File: config.mk
export PLATFORM = sky130hd
export DESIGN_NAME = gnp_queue
export DESIGN_NICKNAME = d
export VERILOG_FILES = /design/src/hdl/gnomonic_projection_unit_assert.svh /design/src/hdl/gnp_pkg.sv /design/src/hdl/gnp_queue.sv
export SDC_FILE = /design/constraint.sdc
export NUM_CORES = 1
export LEC_CHECK = 0
export ABC_AREA = 1
export BUFFER_PORTS_ARGS = -buffer_cell sky130_fd_sc_hd__buf_2
export CAP_MARGIN = 5
export CORE_ASPECT_RATIO = 0.8
export CORE_MARGIN = 5
export CORE_UTILIZATION = 50
export CTS_CLUSTER_DIAMETER = 80
export DETAILED_ROUTE_END_ITERATION = 7
export HOLD_SLACK_MARGIN = 0.12
export PLACE_DENSITY = 0.68
export SYNTH_ARGS = -nofsm -noshare
export SYNTH_HDL_FRONTEND = slang
export SYNTH_SLANG_ARGS = --single-unit
File: constraint.sdc
create_clock -name clk -period 3.9 [get_ports clk]
set_input_delay 0.78 -clock clk [delete_from_list [all_inputs] [get_ports clk]]
set_output_delay 0.78 -clock clk [all_outputs]
set_load 0.05 [all_outputs]
File: src/hdl/gnomonic_projection_unit_assert.svh
// assertion macros for the gnomonic projection unit
`ifndef GNOMONIC_PROJECTION_UNIT_ASSERT_SVH
`define GNOMONIC_PROJECTION_UNIT_ASSERT_SVH
`ifndef SYNTHESIS
`define GNP_ASSERT_ALWAYS(label, cond) \
  label: assert property (@(posedge clk) disable iff (rst) (cond)) \
    else $error("gnp assertion failed");
`define GNP_ASSERT_IMPLY(label, ante, cons) \
  label: assert property (@(posedge clk) disable iff (rst) (ante) |-> (cons)) \
    else $error("gnp assertion failed");
`define GNP_ASSERT_LATENCY(label, ante, cons) \
  label: assert property (@(posedge clk) disable iff (rst) \
    (ante) |-> ##(gnp_pkg::TOTAL_LAT) (cons)) else $error("gnp latency check failed");
`else
`define GNP_ASSERT_ALWAYS(label, cond)
`define GNP_ASSERT_IMPLY(label, ante, cons)
`define GNP_ASSERT_LATENCY(label, ante, cons)
`endif
`endif

File: src/hdl/gnp_pkg.sv
package gnp_pkg;

  // angle format and iteration count
  localparam int ANGLE_FRAC_BITS = 16;
  localparam int CORDIC_STAGES = 24;

  // field widths
  localparam int LAT_W = 24;
  localparam int LON_W = 25;
  localparam int OUT_W = 40;
  localparam int RAD_W = 24;
  localparam int STAT_W = 2;
  localparam int DATA_W = 32;
  localparam int ADDR_W = 3;

  // internal widths
  localparam int DLON_W = LON_W + 1;
  localparam int ANG_W = ((ANGLE_FRAC_BITS + 10) > DLON_W ?
                          (ANGLE_FRAC_BITS + 10) : DLON_W) + 1;
  localparam int Z_W = 41;
  localparam int Z_SHIFT = 32 - ANGLE_FRAC_BITS;
  localparam int XY_W = 34;
  localparam int PROD_W = 2 * XY_W;
  localparam int NQ_W = 40;
  localparam int MAG_W = NQ_W;
  localparam int NUM_W = RAD_W + MAG_W;
  localparam int N_W = NUM_W + 2;
  localparam int DV_W = MAG_W + 1;

  // queue and pipeline depths
  localparam int QUEUE_DEPTH = 4;
  localparam int QPTR_W = $clog2(QUEUE_DEPTH);
  localparam int CORD_LAT = CORDIC_STAGES + 1;
  localparam int MUL_LAT = 4;
  localparam int DIV_LAT = OUT_W + 1;
  localparam int TOTAL_LAT = CORD_LAT + MUL_LAT + DIV_LAT + 3;

  // angle constants in input units
  localparam logic signed [ANG_W-1:0] QUARTER_ANG = ANG_W'(longint'(90) <<< ANGLE_FRAC_BITS);
  localparam logic signed [ANG_W-1:0] HALF_ANG = ANG_W'(longint'(180) <<< ANGLE_FRAC_BITS);
  localparam logic signed [ANG_W-1:0] FULL_ANG = ANG_W'(longint'(360) <<< ANGLE_FRAC_BITS);

  // cordic gain compensation, q30
  localparam logic signed [XY_W-1:0] CORDIC_K = XY_W'(652032874);
  localparam longint RAD2DEG_Q24 = 961263669;

  // rounding offsets
  localparam logic signed [PROD_W-1:0] RND30 = PROD_W'(longint'(1) <<< 29);
  localparam logic signed [PROD_W-1:0] RND24 = PROD_W'(longint'(1) <<< 23);

  // saturation limits as magnitudes
  localparam logic [OUT_W-1:0] LIM_POS = {1'b0, {(OUT_W-1){1'b1}}};
  localparam logic [OUT_W-1:0] LIM_NEG = {1'b1, {(OUT_W-1){1'b0}}};

  // register map
  localparam logic [RAD_W-1:0] RADIUS_RESET = RAD_W'(6371000);
  localparam logic REG_RADIUS = 1'b0;

  typedef enum logic [STAT_W-1:0] {
    STAT_OK       = 2'd0,
    STAT_ZERO_DEN = 2'd1,
    STAT_POLE     = 2'd2,
    STAT_SAT      = 2'd3
  } gnp_status_t;

  // word passed from front to back
  typedef struct packed {
    logic signed [Z_W-1:0] z0;
    logic signed [Z_W-1:0] z1;
    logic signed [Z_W-1:0] zd;
    logic                  neg0;
    logic                  neg1;
    logic                  negd;
    logic                  flip;
    logic                  pole;
  } gnp_item_t;

  // flags riding alongside the dividers
  typedef struct packed {
    logic pole;
    logic dz;
    logic neg_e;
    logic neg_n;
  } gnp_tag_t;

  // long division of 2^e by d, evaluated at elaboration
  function automatic longint unsigned pow2_quot(input int e, input longint unsigned d);
    longint unsigned rem;
    longint unsigned q;
    rem = '0;
    q = '0;
    for (int b = 63; b >= 0; b--) begin
      rem = {rem[62:0], (b == e)};
      q = {q[62:0], 1'b0};
      if (rem >= d) begin
        rem = rem - d;
        q[0] = 1'b1;
      end
    end
    return q;
  endfunction

  // arctangent of 2^-stage in q32 degrees, evaluated at elaboration
  function automatic longint atan_deg_q32(input int stage);
    longint sum;
    longint rad32;
    longint unsigned term;
    int e;
    sum = 0;
    if (stage == 0) begin
      return longint'(45) <<< 32;
    end
    for (int k = 0; k < 32; k++) begin
      e = 62 - stage * (2 * k + 1);
      if (e >= 0) begin
        term = pow2_quot(e, longint'(2 * k + 1));
        if (k[0]) begin
          sum = sum - longint'(term);
        end else begin
          sum = sum + longint'(term);
        end
      end
    end
    rad32 = (sum + (longint'(1) <<< 29)) >>> 30;
    return (rad32 * RAD2DEG_Q24 + (longint'(1) <<< 23)) >>> 24;
  endfunction

endpackage

File: src/hdl/gnp_queue.sv
module gnp_queue (
  input  logic               clk,
  input  logic               rst,
  input  logic               push,
  input  logic               pop,
  input  gnp_pkg::gnp_item_t din,
  output gnp_pkg::gnp_item_t dout,
  output logic               dout_valid,
  output logic               empty,
  output logic               full
);

  gnp_pkg::gnp_item_t mem [gnp_pkg::QUEUE_DEPTH];
  logic [gnp_pkg::QPTR_W-1:0] wr_ptr;
  logic [gnp_pkg::QPTR_W-1:0] rd_ptr;
  logic [gnp_pkg::QPTR_W:0]   count;

  // pointers and fill level
  always_ff @(posedge clk) begin
    if (rst) begin
      wr_ptr     <= '0;
      rd_ptr     <= '0;
      count      <= '0;
      dout_valid <= 1'b0;
    end else begin
      if (push) begin
        wr_ptr <= wr_ptr + 1'b1;
      end
      if (pop) begin
        rd_ptr <= rd_ptr + 1'b1;
      end
      count      <= count + (gnp_pkg::QPTR_W+1)'(push) - (gnp_pkg::QPTR_W+1)'(pop);
      dout_valid <= pop;
    end
  end

  // entry storage
  always_ff @(posedge clk) begin
    if (push) begin
      mem[wr_ptr] <= din;
    end
  end

  // registered read of the oldest word
  always_ff @(posedge clk) begin
    if (pop) begin
      dout <= mem[rd_ptr];
    end
  end

  assign empty = (count == '0);
  assign full  = (count == (gnp_pkg::QPTR_W+1)'(gnp_pkg::QUEUE_DEPTH));

endmodule

==> flow_summary.json <==
{
  "status": "complete, no violations",
  "synthTopCellsByArea": "edfxtp_1 79%, inv_1 4.2%, nand2_1 4.1%",
  "setup_violations": 0,
  "clk_latency_ns": 0.59,
  "ys_seq_area_frac": 0.796,
  "cp.arrival_ns": 1.49,
  "dieArea_um2": 53200,
  "slew_headroom": 0.347,
  "grt.total_usage": 0.183,
  "antenna_found_initial": 20,
  "row_count": 72,
  "first_pass_iters": 5,
  "clk_pin_slew_ns": 0.06,
  "period_needed_ns": 2.27,
  "wl_mm": 49.0,
  "grt_max_degree": 118,
  "use_met1": 0.266,
  "final_core_util": 0.587,
  "rsz0062_at_grt": "no",
  "synth-seq-cells": 648,
  "min_path_cells": 1,
  "fp.dieW_um": 257,
  "vias": 13500,
  "reg2reg_to": "dout[55]$_DFFE_PP_",
  "end_kind": "output port",
  "reg2reg_from": "rd_ptr[0]$_SDFFE_PP0P_",
  "synthDistinctLibCells": 16,
  "p_leak_nw": 10.8,
  "p_sw_w": 0.00379,
  "required_ns": 3.12,
  "synth_area_per_cell_um2": 14.5,
  "layoutNonFillerInstCount": 2627,
  "drive_gt1_frac": 0.191,
  "htreeDepth": 3,
  "clock_skew_ns": 0.0154,
  "cts_tree": "done",
  "place.port_buffers": 262,
  "syn_nets": 1817,
  "synth_top_area_frac": 0.790,
  "synth_top_cell_by_area": "edfxtp_1",
  "min-delay-start": "din[9]",
  "post_cts_resized": 0,
  "wl_per_cell_um": 18.7,
  "power.density_nw_per_um2": 554,
  "hold_viol": 0,
  "cts_buffers": 66,
  "ioPinCount": 263,
  "use_met2": 0.276,
  "fin_crit_sh": 0.583,
  "worst_slack_ns": 1.63,
  "area_delta_synth_final_pct": 16.4,
  "worst_pin_slew_ns": 0.979,
  "tns_ns": 0,
  "synthTopCellsByCount": "640 x edfxtp_1, 273 x inv_1, 264 x nand2_1",
  "crit_fanout": 3,
  "root_buffer": "clkbuf_16",
  "combinationalPowerShare": 0.093,
  "rrSetupSlack_ns": 1.80,
  "p_clk_frac": 0.383,
  "synth_edf_count": 640,
  "cts_hold_buf": 0,
  "drt_iter0_drc": 1143,
  "finalNetCount": 2083,
  "worstHoldPathType": "primary input to flip-flop",
  "drc": 0,
  "r2r_cells": 4,
  "grt_pass1_vias": 13200,
  "clock_path_buffers": 3,
  "critPathKind": "flip-flop to output port",
  "internal_power_w": 0.0119,
  "hold_end": "mem[3][9]$_DFFE_PP_",
  "synth_flop_cell": "edfxtp_1",
  "yosysMostFrequentCell": "edfxtp_1",
  "place_congestion": 0.751,
  "cts_num_sinks": 648,
  "dp.final_hpwl_mm": 29.6,
  "start_util": 0.504,
  "swShare": 0.242,
  "clock.fmax_ghz": 0.440,
  "pre_cts_ws_ns": 1.47,
  "vias_per_cell": 5.12,
  "grt_overflow_total": 0,
  "coreArea_um2": 48300,
  "ant_nets": 0,
  "grt_busiest_layer": "met2",
  "yosysWarnings": 0,
  "place_inst": 2505,
  "drv_slew": 0,
  "max_cap_viol_count": 0,
  "grt_use_met3": 0.0570,
  "fill_cells": 3699,
  "grt_pass1_wl_mm": 76.1,
  "async_reset_ff_frac": 0,
  "die_height_um": 207,
  "peakVddDrop_uv": 348,
  "post_cts_buffers": 0,
  "netlist_instances": 1678,
  "start_kind": "flip-flop",
  "sequentialPowerShare": 0.525,
  "netlist_area_um2": 24300
}
[routing by layer]
layer | part of all wire | vias up
met5 | 0.0038 | -
met4 | 0.017 | 28
met3 | 0.081 | 94
met2 | 0.45 | 391
met1 | 0.45 | 6472
li1 | - | 6466
[layout make-up]
| type | instances | area, µm² | share of cell area |
|---|---|---|---|
| Timing Repair Buffer | 284 | 1620 | 0.0572 |
| Clock inverter | 42 | 342 | 0.0121 |
| Antenna cell | 2 | 5.00 | 0.000177 |
| Tap cell | 629 | 787 | 0.0278 |
| Clock buffer | 78 | 1740 | 0.0614 |
| Sequential cell | 648 | 19400 | 0.684 |
| Multi-Input combinational cell | 671 | 3400 | 0.120 |
| Inverter | 273 | 1040 | 0.0369 |
[cells in the final DEF (no fill, tap or decap)]
master	instances
a21oi_1	133
buf_12	11
buf_2	261
buf_4	11
buf_6	1
bufinv_16	4
clkbuf_1	10
clkbuf_16	68
clkinv_1	18
clkinv_2	11
clkinv_4	2
clkinv_8	3
clkinvlp_4	2
dfxtp_1	6
dfxtp_4	2
diode_2	2
edfxtp_1	640
fa_1	1
ha_1	6
inv_1	269
inv_6	6
nand2_1	264
nand3_1	1
nor2_1	5
nor3_1	1
o211ai_1	128
o21ai_0	132
[kinds of logic (layout without fill, tap and decap cells)]
family / Yosys count / after routing / share of synthesized area
DFF: 648 / 648 / 0.796
AOI/OAI and AO/OA: 393 / 393 / 0.0940
buffers and inverters: 359 / 677 / 0.0641
and+or+nand+nor: 271 / 271 / 0.0419
adders and majority gates: 7 / 7 / 0.00391
other: 0 / 2 / 0
[critical path: stages (launching register included)]
cell	delay [ns]
dfxtp_1	0.32
inv_1	0.10
nand2_1	0.10
nor2_1	0.11
buf_2	0.29
[power groups by stage]
stage                     clock network (W)  registers, W  logic [W]
after global routing                0.00646       0.00827    0.00160
after global placement                    0       0.00838    0.00145
after detailed placement                  0       0.00839    0.00148
after CTS                           0.00616       0.00824    0.00148
after floorplan                           0       0.00881   0.000569
final                               0.00601       0.00824    0.00146
[flip-flops by register name (all words and copies together), names as in the netlist]
register	count
count	3
dout	128
rd_ptr	2
mem	512
dout_valid	1
wr_ptr	2
[how the worst max path moves through the flow]
stage	from	endpoint	slack (ns)	cells past startpoint
6_report	count[1]$_SDFF_PP0_	full	1.63	4
3_3_place_gp	push	mem[3][4]$_DFFE_PP_	1.49	4
2_1_floorplan	push	mem[2][0]$_DFFE_PP_	0.14	2
4_1_cts	count[1]$_SDFF_PP0_	full	1.58	4
5_1_grt	count[1]$_SDFF_PP0_	full	1.50	4
3_5_place_dp	push	mem[3][3]$_DFFE_PP_	1.47	4
[stage by stage]
stage                     area [µm²]  power (W)  hold slack [ns]
after floorplan                24300    0.00938            0.490
after global routing           28300     0.0163            0.375
after global placement         26200    0.00983            0.511
final                          28300     0.0157            0.407
after CTS                      28300     0.0159            0.362
after detailed placement       26200    0.00986            0.513
(Power assumes the default switching activity.)
