File: config.mk
export PLATFORM = sky130hd
export DESIGN_NAME = gnp_front
export DESIGN_NICKNAME = d
export VERILOG_FILES = /design/src/hdl/gnomonic_projection_unit_assert.svh /design/src/hdl/gnp_pkg.sv /design/src/hdl/gnp_front.sv
export SDC_FILE = /design/constraint.sdc
export NUM_CORES = 1
export LEC_CHECK = 0
export ABC_CLOCK_PERIOD_IN_PS = 6360
export BUFFER_PORTS_ARGS = -buffer_cell sky130_fd_sc_hd__buf_2
export CAP_MARGIN = 30
export CORE_MARGIN = 3
export CORE_UTILIZATION = 45
export DETAILED_ROUTE_END_ITERATION = 10
export PLACE_DENSITY_LB_ADDON = 0.08
export SLEW_MARGIN = 20
export SYNTH_ARGS = -nofsm -noshare
export SYNTH_HDL_FRONTEND = slang
export SYNTH_SLANG_ARGS = --single-unit
File: constraint.sdc
create_clock -name vclk -period 6.36
set_input_delay 1.272 -clock vclk [all_inputs]
set_output_delay 1.272 -clock vclk [all_outputs]
set_load 0.005 [all_outputs]
File: src/hdl/gnomonic_projection_unit_assert.svh
// assertion macros for the gnomonic projection unit
`ifndef GNOMONIC_PROJECTION_UNIT_ASSERT_SVH
`define GNOMONIC_PROJECTION_UNIT_ASSERT_SVH
`ifndef SYNTHESIS
`define GNP_ASSERT_ALWAYS(label, cond) \
  label: assert property (@(posedge clk) disable iff (rst) (cond)) \
    else $error("gnp assertion failed");
`define GNP_ASSERT_IMPLY(label, ante, cons) \
  label: assert property (@(posedge clk) disable iff (rst) (ante) |-> (cons)) \
    else $error("gnp assertion failed");
`define GNP_ASSERT_LATENCY(label, ante, cons) \
  label: assert property (@(posedge clk) disable iff (rst) \
    (ante) |-> ##(gnp_pkg::TOTAL_LAT) (cons)) else $error("gnp latency check failed");
`else
`define GNP_ASSERT_ALWAYS(label, cond)
`define GNP_ASSERT_IMPLY(label, ante, cons)
`define GNP_ASSERT_LATENCY(label, ante, cons)
`endif
`endif

File: src/hdl/gnp_pkg.sv
package gnp_pkg;

  // angle format and iteration count
  localparam int ANGLE_FRAC_BITS = 16;
  localparam int CORDIC_STAGES = 24;

  // field widths
  localparam int LAT_W = 24;
  localparam int LON_W = 25;
  localparam int OUT_W = 40;
  localparam int RAD_W = 24;
  localparam int STAT_W = 2;
  localparam int DATA_W = 32;
  localparam int ADDR_W = 3;

  // internal widths
  localparam int DLON_W = LON_W + 1;
  localparam int ANG_W = ((ANGLE_FRAC_BITS + 10) > DLON_W ?
                          (ANGLE_FRAC_BITS + 10) : DLON_W) + 1;
  localparam int Z_W = 41;
  localparam int Z_SHIFT = 32 - ANGLE_FRAC_BITS;
  localparam int XY_W = 34;
  localparam int PROD_W = 2 * XY_W;
  localparam int NQ_W = 40;
  localparam int MAG_W = NQ_W;
  localparam int NUM_W = RAD_W + MAG_W;
  localparam int N_W = NUM_W + 2;
  localparam int DV_W = MAG_W + 1;

  // queue and pipeline depths
  localparam int QUEUE_DEPTH = 4;
  localparam int QPTR_W = $clog2(QUEUE_DEPTH);
  localparam int CORD_LAT = CORDIC_STAGES + 1;
  localparam int MUL_LAT = 4;
  localparam int DIV_LAT = OUT_W + 1;
  localparam int TOTAL_LAT = CORD_LAT + MUL_LAT + DIV_LAT + 3;

  // angle constants in input units
  localparam logic signed [ANG_W-1:0] QUARTER_ANG = ANG_W'(longint'(90) <<< ANGLE_FRAC_BITS);
  localparam logic signed [ANG_W-1:0] HALF_ANG = ANG_W'(longint'(180) <<< ANGLE_FRAC_BITS);
  localparam logic signed [ANG_W-1:0] FULL_ANG = ANG_W'(longint'(360) <<< ANGLE_FRAC_BITS);

  // cordic gain compensation, q30
  localparam logic signed [XY_W-1:0] CORDIC_K = XY_W'(652032874);
  localparam longint RAD2DEG_Q24 = 961263669;

  // rounding offsets
  localparam logic signed [PROD_W-1:0] RND30 = PROD_W'(longint'(1) <<< 29);
  localparam logic signed [PROD_W-1:0] RND24 = PROD_W'(longint'(1) <<< 23);

  // saturation limits as magnitudes
  localparam logic [OUT_W-1:0] LIM_POS = {1'b0, {(OUT_W-1){1'b1}}};
  localparam logic [OUT_W-1:0] LIM_NEG = {1'b1, {(OUT_W-1){1'b0}}};

  // register map
  localparam logic [RAD_W-1:0] RADIUS_RESET = RAD_W'(6371000);
  localparam logic REG_RADIUS = 1'b0;

  typedef enum logic [STAT_W-1:0] {
    STAT_OK       = 2'd0,
    STAT_ZERO_DEN = 2'd1,
    STAT_POLE     = 2'd2,
    STAT_SAT      = 2'd3
  } gnp_status_t;

  // word passed from front to back
  typedef struct packed {
    logic signed [Z_W-1:0] z0;
    logic signed [Z_W-1:0] z1;
    logic signed [Z_W-1:0] zd;
    logic                  neg0;
    logic                  neg1;
    logic                  negd;
    logic                  flip;
    logic                  pole;
  } gnp_item_t;

  // flags riding alongside the dividers
  typedef struct packed {
    logic pole;
    logic dz;
    logic neg_e;
    logic neg_n;
  } gnp_tag_t;

  // long division of 2^e by d, evaluated at elaboration
  function automatic longint unsigned pow2_quot(input int e, input longint unsigned d);
    longint unsigned rem;
    longint unsigned q;
    rem = '0;
    q = '0;
    for (int b = 63; b >= 0; b--) begin
      rem = {rem[62:0], (b == e)};
      q = {q[62:0], 1'b0};
      if (rem >= d) begin
        rem = rem - d;
        q[0] = 1'b1;
      end
    end
    return q;
  endfunction

  // arctangent of 2^-stage in q32 degrees, evaluated at elaboration
  function automatic longint atan_deg_q32(input int stage);
    longint sum;
    longint rad32;
    longint unsigned term;
    int e;
    sum = 0;
    if (stage == 0) begin
      return longint'(45) <<< 32;
    end
    for (int k = 0; k < 32; k++) begin
      e = 62 - stage * (2 * k + 1);
      if (e >= 0) begin
        term = pow2_quot(e, longint'(2 * k + 1));
        if (k[0]) begin
          sum = sum - longint'(term);
        end else begin
          sum = sum + longint'(term);
        end
      end
    end
    rad32 = (sum + (longint'(1) <<< 29)) >>> 30;
    return (rad32 * RAD2DEG_Q24 + (longint'(1) <<< 23)) >>> 24;
  endfunction

endpackage

File: src/hdl/gnp_front.sv
module gnp_front (
  input  logic                               start,
  input  logic                               full,
  input  logic signed [gnp_pkg::LAT_W-1:0]   centre_lat,
  input  logic signed [gnp_pkg::LON_W-1:0]   centre_lon,
  input  logic signed [gnp_pkg::LAT_W-1:0]   point_lat,
  input  logic signed [gnp_pkg::LON_W-1:0]   point_lon,
  output logic                               push,
  output logic                               busy,
  output gnp_pkg::gnp_item_t                 item
);

  // wrap into [-180, 180)
  function automatic logic signed [gnp_pkg::ANG_W-1:0] wrap_angle(
    input logic signed [gnp_pkg::ANG_W-1:0] a);
    logic signed [gnp_pkg::ANG_W-1:0] r;
    r = a;
    if (a >= gnp_pkg::HALF_ANG) begin
      r = a - gnp_pkg::FULL_ANG;
    end else if (a < -gnp_pkg::HALF_ANG) begin
      r = a + gnp_pkg::FULL_ANG;
    end
    return r;
  endfunction

  // angle beyond a quarter turn folds by a half turn
  function automatic logic beyond_quarter(input logic signed [gnp_pkg::ANG_W-1:0] a);
    return (a > gnp_pkg::QUARTER_ANG) || (a < -gnp_pkg::QUARTER_ANG);
  endfunction

  // folded angle in q32 degrees
  function automatic logic signed [gnp_pkg::Z_W-1:0] fold_z(
    input logic signed [gnp_pkg::ANG_W-1:0] a);
    logic signed [gnp_pkg::ANG_W-1:0] b;
    b = a;
    if (a > gnp_pkg::QUARTER_ANG) begin
      b = a - gnp_pkg::HALF_ANG;
    end else if (a < -gnp_pkg::QUARTER_ANG) begin
      b = a + gnp_pkg::HALF_ANG;
    end
    return gnp_pkg::Z_W'(b) <<< gnp_pkg::Z_SHIFT;
  endfunction

  logic signed [gnp_pkg::ANG_W-1:0] lat0;
  logic signed [gnp_pkg::ANG_W-1:0] lat1;
  logic signed [gnp_pkg::ANG_W-1:0] dlon;

  // reduce the three angles
  always_comb begin
    lat0 = wrap_angle(gnp_pkg::ANG_W'(centre_lat));
    lat1 = wrap_angle(gnp_pkg::ANG_W'(point_lat));
    dlon = wrap_angle(gnp_pkg::ANG_W'(point_lon) - gnp_pkg::ANG_W'(centre_lon));
  end

  // classify and build the queue word
  always_comb begin
    item.z0   = fold_z(lat0);
    item.z1   = fold_z(lat1);
    item.zd   = fold_z(dlon);
    item.neg0 = beyond_quarter(lat0);
    item.neg1 = beyond_quarter(lat1);
    item.negd = beyond_quarter(dlon);
    item.flip = beyond_quarter(lat0);
    item.pole = (lat0 == gnp_pkg::QUARTER_ANG) || (lat0 == -gnp_pkg::QUARTER_ANG);
  end

  assign busy = full;
  assign push = start && !full;

endmodule

==> Implementation_results.wiki <==
{| class="wikitable"
! Metric !! Value
|-
| Result of the run || finished, violations left
|-
| Failing checks || setup timing
|-
| Library cell contributing the largest single delay on the critical path || or3_4
|-
| CTS Hold Bufs || 0
|-
| Post-placement setup slack || -160 ps
|-
| Via-to-Cell Ratio || 5.44
|-
| Ratio of cells with drive above 1 in the final layout || 45.5%
|-
| GP Congestion || 0.952
|-
| Worst Hold Endpoint || item[107]
|-
| Vias in the first global route || 4260
|-
| Cell with the most instances after synthesis || buf_4
|-
| Die Outline Area || 9820 um^2
|-
| Vertical die dimension || 99.1 um
|-
| Fill cell instance count of the final layout || 780
|-
| Syn_area_per_cell || 7.04 um^2
|-
| Starting Density || 47.0%
|-
| Antenna violation net count after detailed routing || 0
|-
| Layout clock buffer count || 0
|-
| Library cell occupying the most area in the post-synthesis netlist || buf_4
|-
| Proportion of power drawn by flip-flops and latches || 0%
|-
| DRC viols || 0
|-
| First-pass DRT Iterations || 5
|-
| Number of gates on the worst path with buffers counted || 21
|-
| Ranking of synthesized cells by instance count || buf_4 (89), nand2_1 (49), inv_1 (45)
|-
| Startpoint kind of the worst setup timing path || input pin
|-
| Final setup violating endpoints || 7
|-
| Setup TNS after final layout || -597 ps
|-
| ANT cells || 0
|-
| Number of flip-flops and latches || 0
|-
| Wire length reported by the detailed router || 13300 um
|-
| Combinational share of power || 100.0%
|-
| Switching component of the power || 569 uW
|-
| Pint || 536 uW
|-
| Core Region || 8300 um^2
|-
| Hold path startpoint || centre_lat[4]
|-
| Part of the Yosys area used for sequential elements || 0%
|-
| # port buffers || 182
|-
| Global-route wire length before repair || 20400 um
|-
| Critical Setup Path Class || in -> out
|-
| Depth of the worst hold-timing path || 2
|-
| Worst-path fanout max || 5
|-
| Global router's overall resource usage || 24.4%
|-
| Share of the clock period used by the worst path after layout || 102%
|-
| Buffering stage count on the worst path with inverters included || 6
|-
| Reported max-cap violation count || 0
|-
| Number of distinct library cell variants in the gate-level netlist after synthesis || 88
|-
| Switching share of total power || 51.5%
|-
| Most frequent cell on the critical path || buf_6
|-
| Time the final worst path needs with I/O delays and setup || 6500 ps
|-
| Area overhead of the layout relative to synthesis || 35.9%
|-
| Detailed Route Iter0 Violations || 202
|-
| Number of antenna violations at the first check in global routing || 0
|-
| Final instance area || 5300 um^2
|-
| Largest cells by area after synthesis || buf_4 (17%), ha_1 (11%), xnor2_1 (5.2%), nand2_1 (4.7%), inv_1 (4.3%)
|-
| I/O pin total || 230
|-
| Total Power Consumption || 1.11 mW
|-
| Delay of the slowest cell on the worst path || 380 ps
|-
| Die Width || 99.1 um
|-
| Hold Fails Final Rpt || 0
|-
| Critical path arrival || 5230 ps
|-
| FP Rows || 33
|-
| Highest achievable clock rate || 154 MHz
|-
| Residual overflow from global routing || 0
|-
| Final standard cell utilization of the core || 63.9%
|-
| Part of the total power dissipated in the clock network || 0%
|-
| Synthesis Warnings || 0
|-
| Areal power density over the cells || 209 nW/um^2
|-
| Static leakage power || 2.63 nW
|-
| Post-detail-place hpwl || 11300 um
|-
| Layout net count || 889
|-
| Pin count of the biggest net entering global routing || 10
|-
| Wire per inst || 15.5 um
|-
| Area share of the largest cell type after synthesis || 17.1%
|-
| Worst slew slack as a fraction of its limit || 50.7%
|-
| Fin. max-slew vios || 0
|-
| Endpoint kind of the worst setup timing path || output pin
|-
| Post-route setup slack || -142 ps
|-
| Routed via count || 4665
|-
| Area after DPL || 4800 um^2
|-
| Worst path cell trace || buf_6 -> ha_4 -> fa_2 -> and2b_2 -> o2111ai_4 -> buf_6 -> a211o_1 -> a31oi_4 -> xnor2_4 -> buf_6 -> a211oi_4 -> o31a_4 -> buf_6 -> or3_4 -> and3b_2 -> a211oi_4 -> buf_4 -> o211ai_1 -> xnor2_1 -> mux2i_1 -> buf_2
|-
| CP Data Required Time || 5090 ps
|-
| Type of the tightest min-delay check || in -> out
|-
| Netlist area before placement || 3900 um^2
|-
| Kind of cell with the highest combined delay on the critical path || compound AO/OA/AOI/OAI gates
|-
| Setup repair after global routing missed its margin || true
|-
| Count of mapped cells out of synthesis || 554
|-
| Register area || 0 um^2
|-
| Slew at the pin with the worst max-slew slack || 736 ps
|-
| VDD IR max || 0.0915 mV
|}
[power groups by stage]
stage / Clock (mW) / Combinational (mW) / Sequential, mW
global route: 0 / 1.19 / 0
detailed placement: 0 / 0.903 / 0
finish: 0 / 1.11 / 0
global placement: 0 / 0.900 / 0
CTS: 0 / 1.00 / 0
floorplan: 0 / 0.573 / 0
[per-stage QoR]
| step | std cells | hold slack, ps |
|---|---|---|
| 2_1_floorplan | 601 | 2570 |
| 5_1_grt | 857 | 2730 |
| 3_3_place_gp | 839 | 2720 |
| 6_report | 857 | 2730 |
| 3_5_place_dp | 839 | 2720 |
| 4_1_cts | 850 | 2720 |
[cells by family after synthesis]
kind of cell	Yosys count	synth area share, %
AOI/OAI and AO/OA	165	33.6
and+or+nand+nor	161	21.5
buffers and inverters	154	23.8
adders and majority gates	35	11.4
xor gates and xnor gates	34	8.60
muxes	4	1.03
other	1	0.0962
[layout make-up]
| cell class | count | area, um^2 | share of cell area [%] |
|---|---|---|---|
| Inverter | 48 | 183 | 3.45 |
| Multi-Input combinational cell | 447 | 3480 | 65.6 |
| Tap cell | 105 | 131 | 2.48 |
| Timing Repair Buffer | 257 | 1510 | 28.5 |
[per-layer routing]
metal  GRT usage (%)  vias to the layer above  part of all wire [%]
met5               0                        -                     0
met1            32.5                     2185                    41
met3            1.75                       14                   6.8
li1                -                     2270                     -
met4            3.36                        0                   1.5
met2            43.9                      196                    51
[repair_timing]
item	CTS	global route
buffers inserted	11	8
resized for setup	31	35
pin swaps	30	29
setup endpoints to repair	8	8
hold endpoints to repair	0	0
[cell usage in the layout (no fill, tap or decap), types with 5 or more instances in the layout]
cell	synthesis	final
buf_2	12	180
buf_4	89	70
conb_1	1	48
nand2_1	49	47
inv_1	45	44
nor2_1	33	33
ha_1	34	33
a21oi_1	26	25
xnor2_1	23	23
o21ai_0	17	17
nor3_1	14	13
a21o_1	9	9
nand4_1	9	9
o21ai_1	10	9
a21oi_2	7	7
a31oi_1	9	7
o211ai_1	6	6
xor2_1	6	6
buf_6	0	6
o21a_1	5	5
nand3_1	5	5
a211o_1	5	5
nor4_1	6	5
or2_2	5	5
[worst max-delay path by stage]
stage,startpoint,endpoint,slack (ps)
floorplan,point_lon[0],item[44],230
global route,centre_lon[8],item[39],-230
detailed placement,centre_lon[0],item[45],-160
CTS,point_lon[0],item[44],10
finish,centre_lon[0],item[40],-140
global placement,centre_lon[0],item[39],-110
Power figures use the tool's default switching activity.
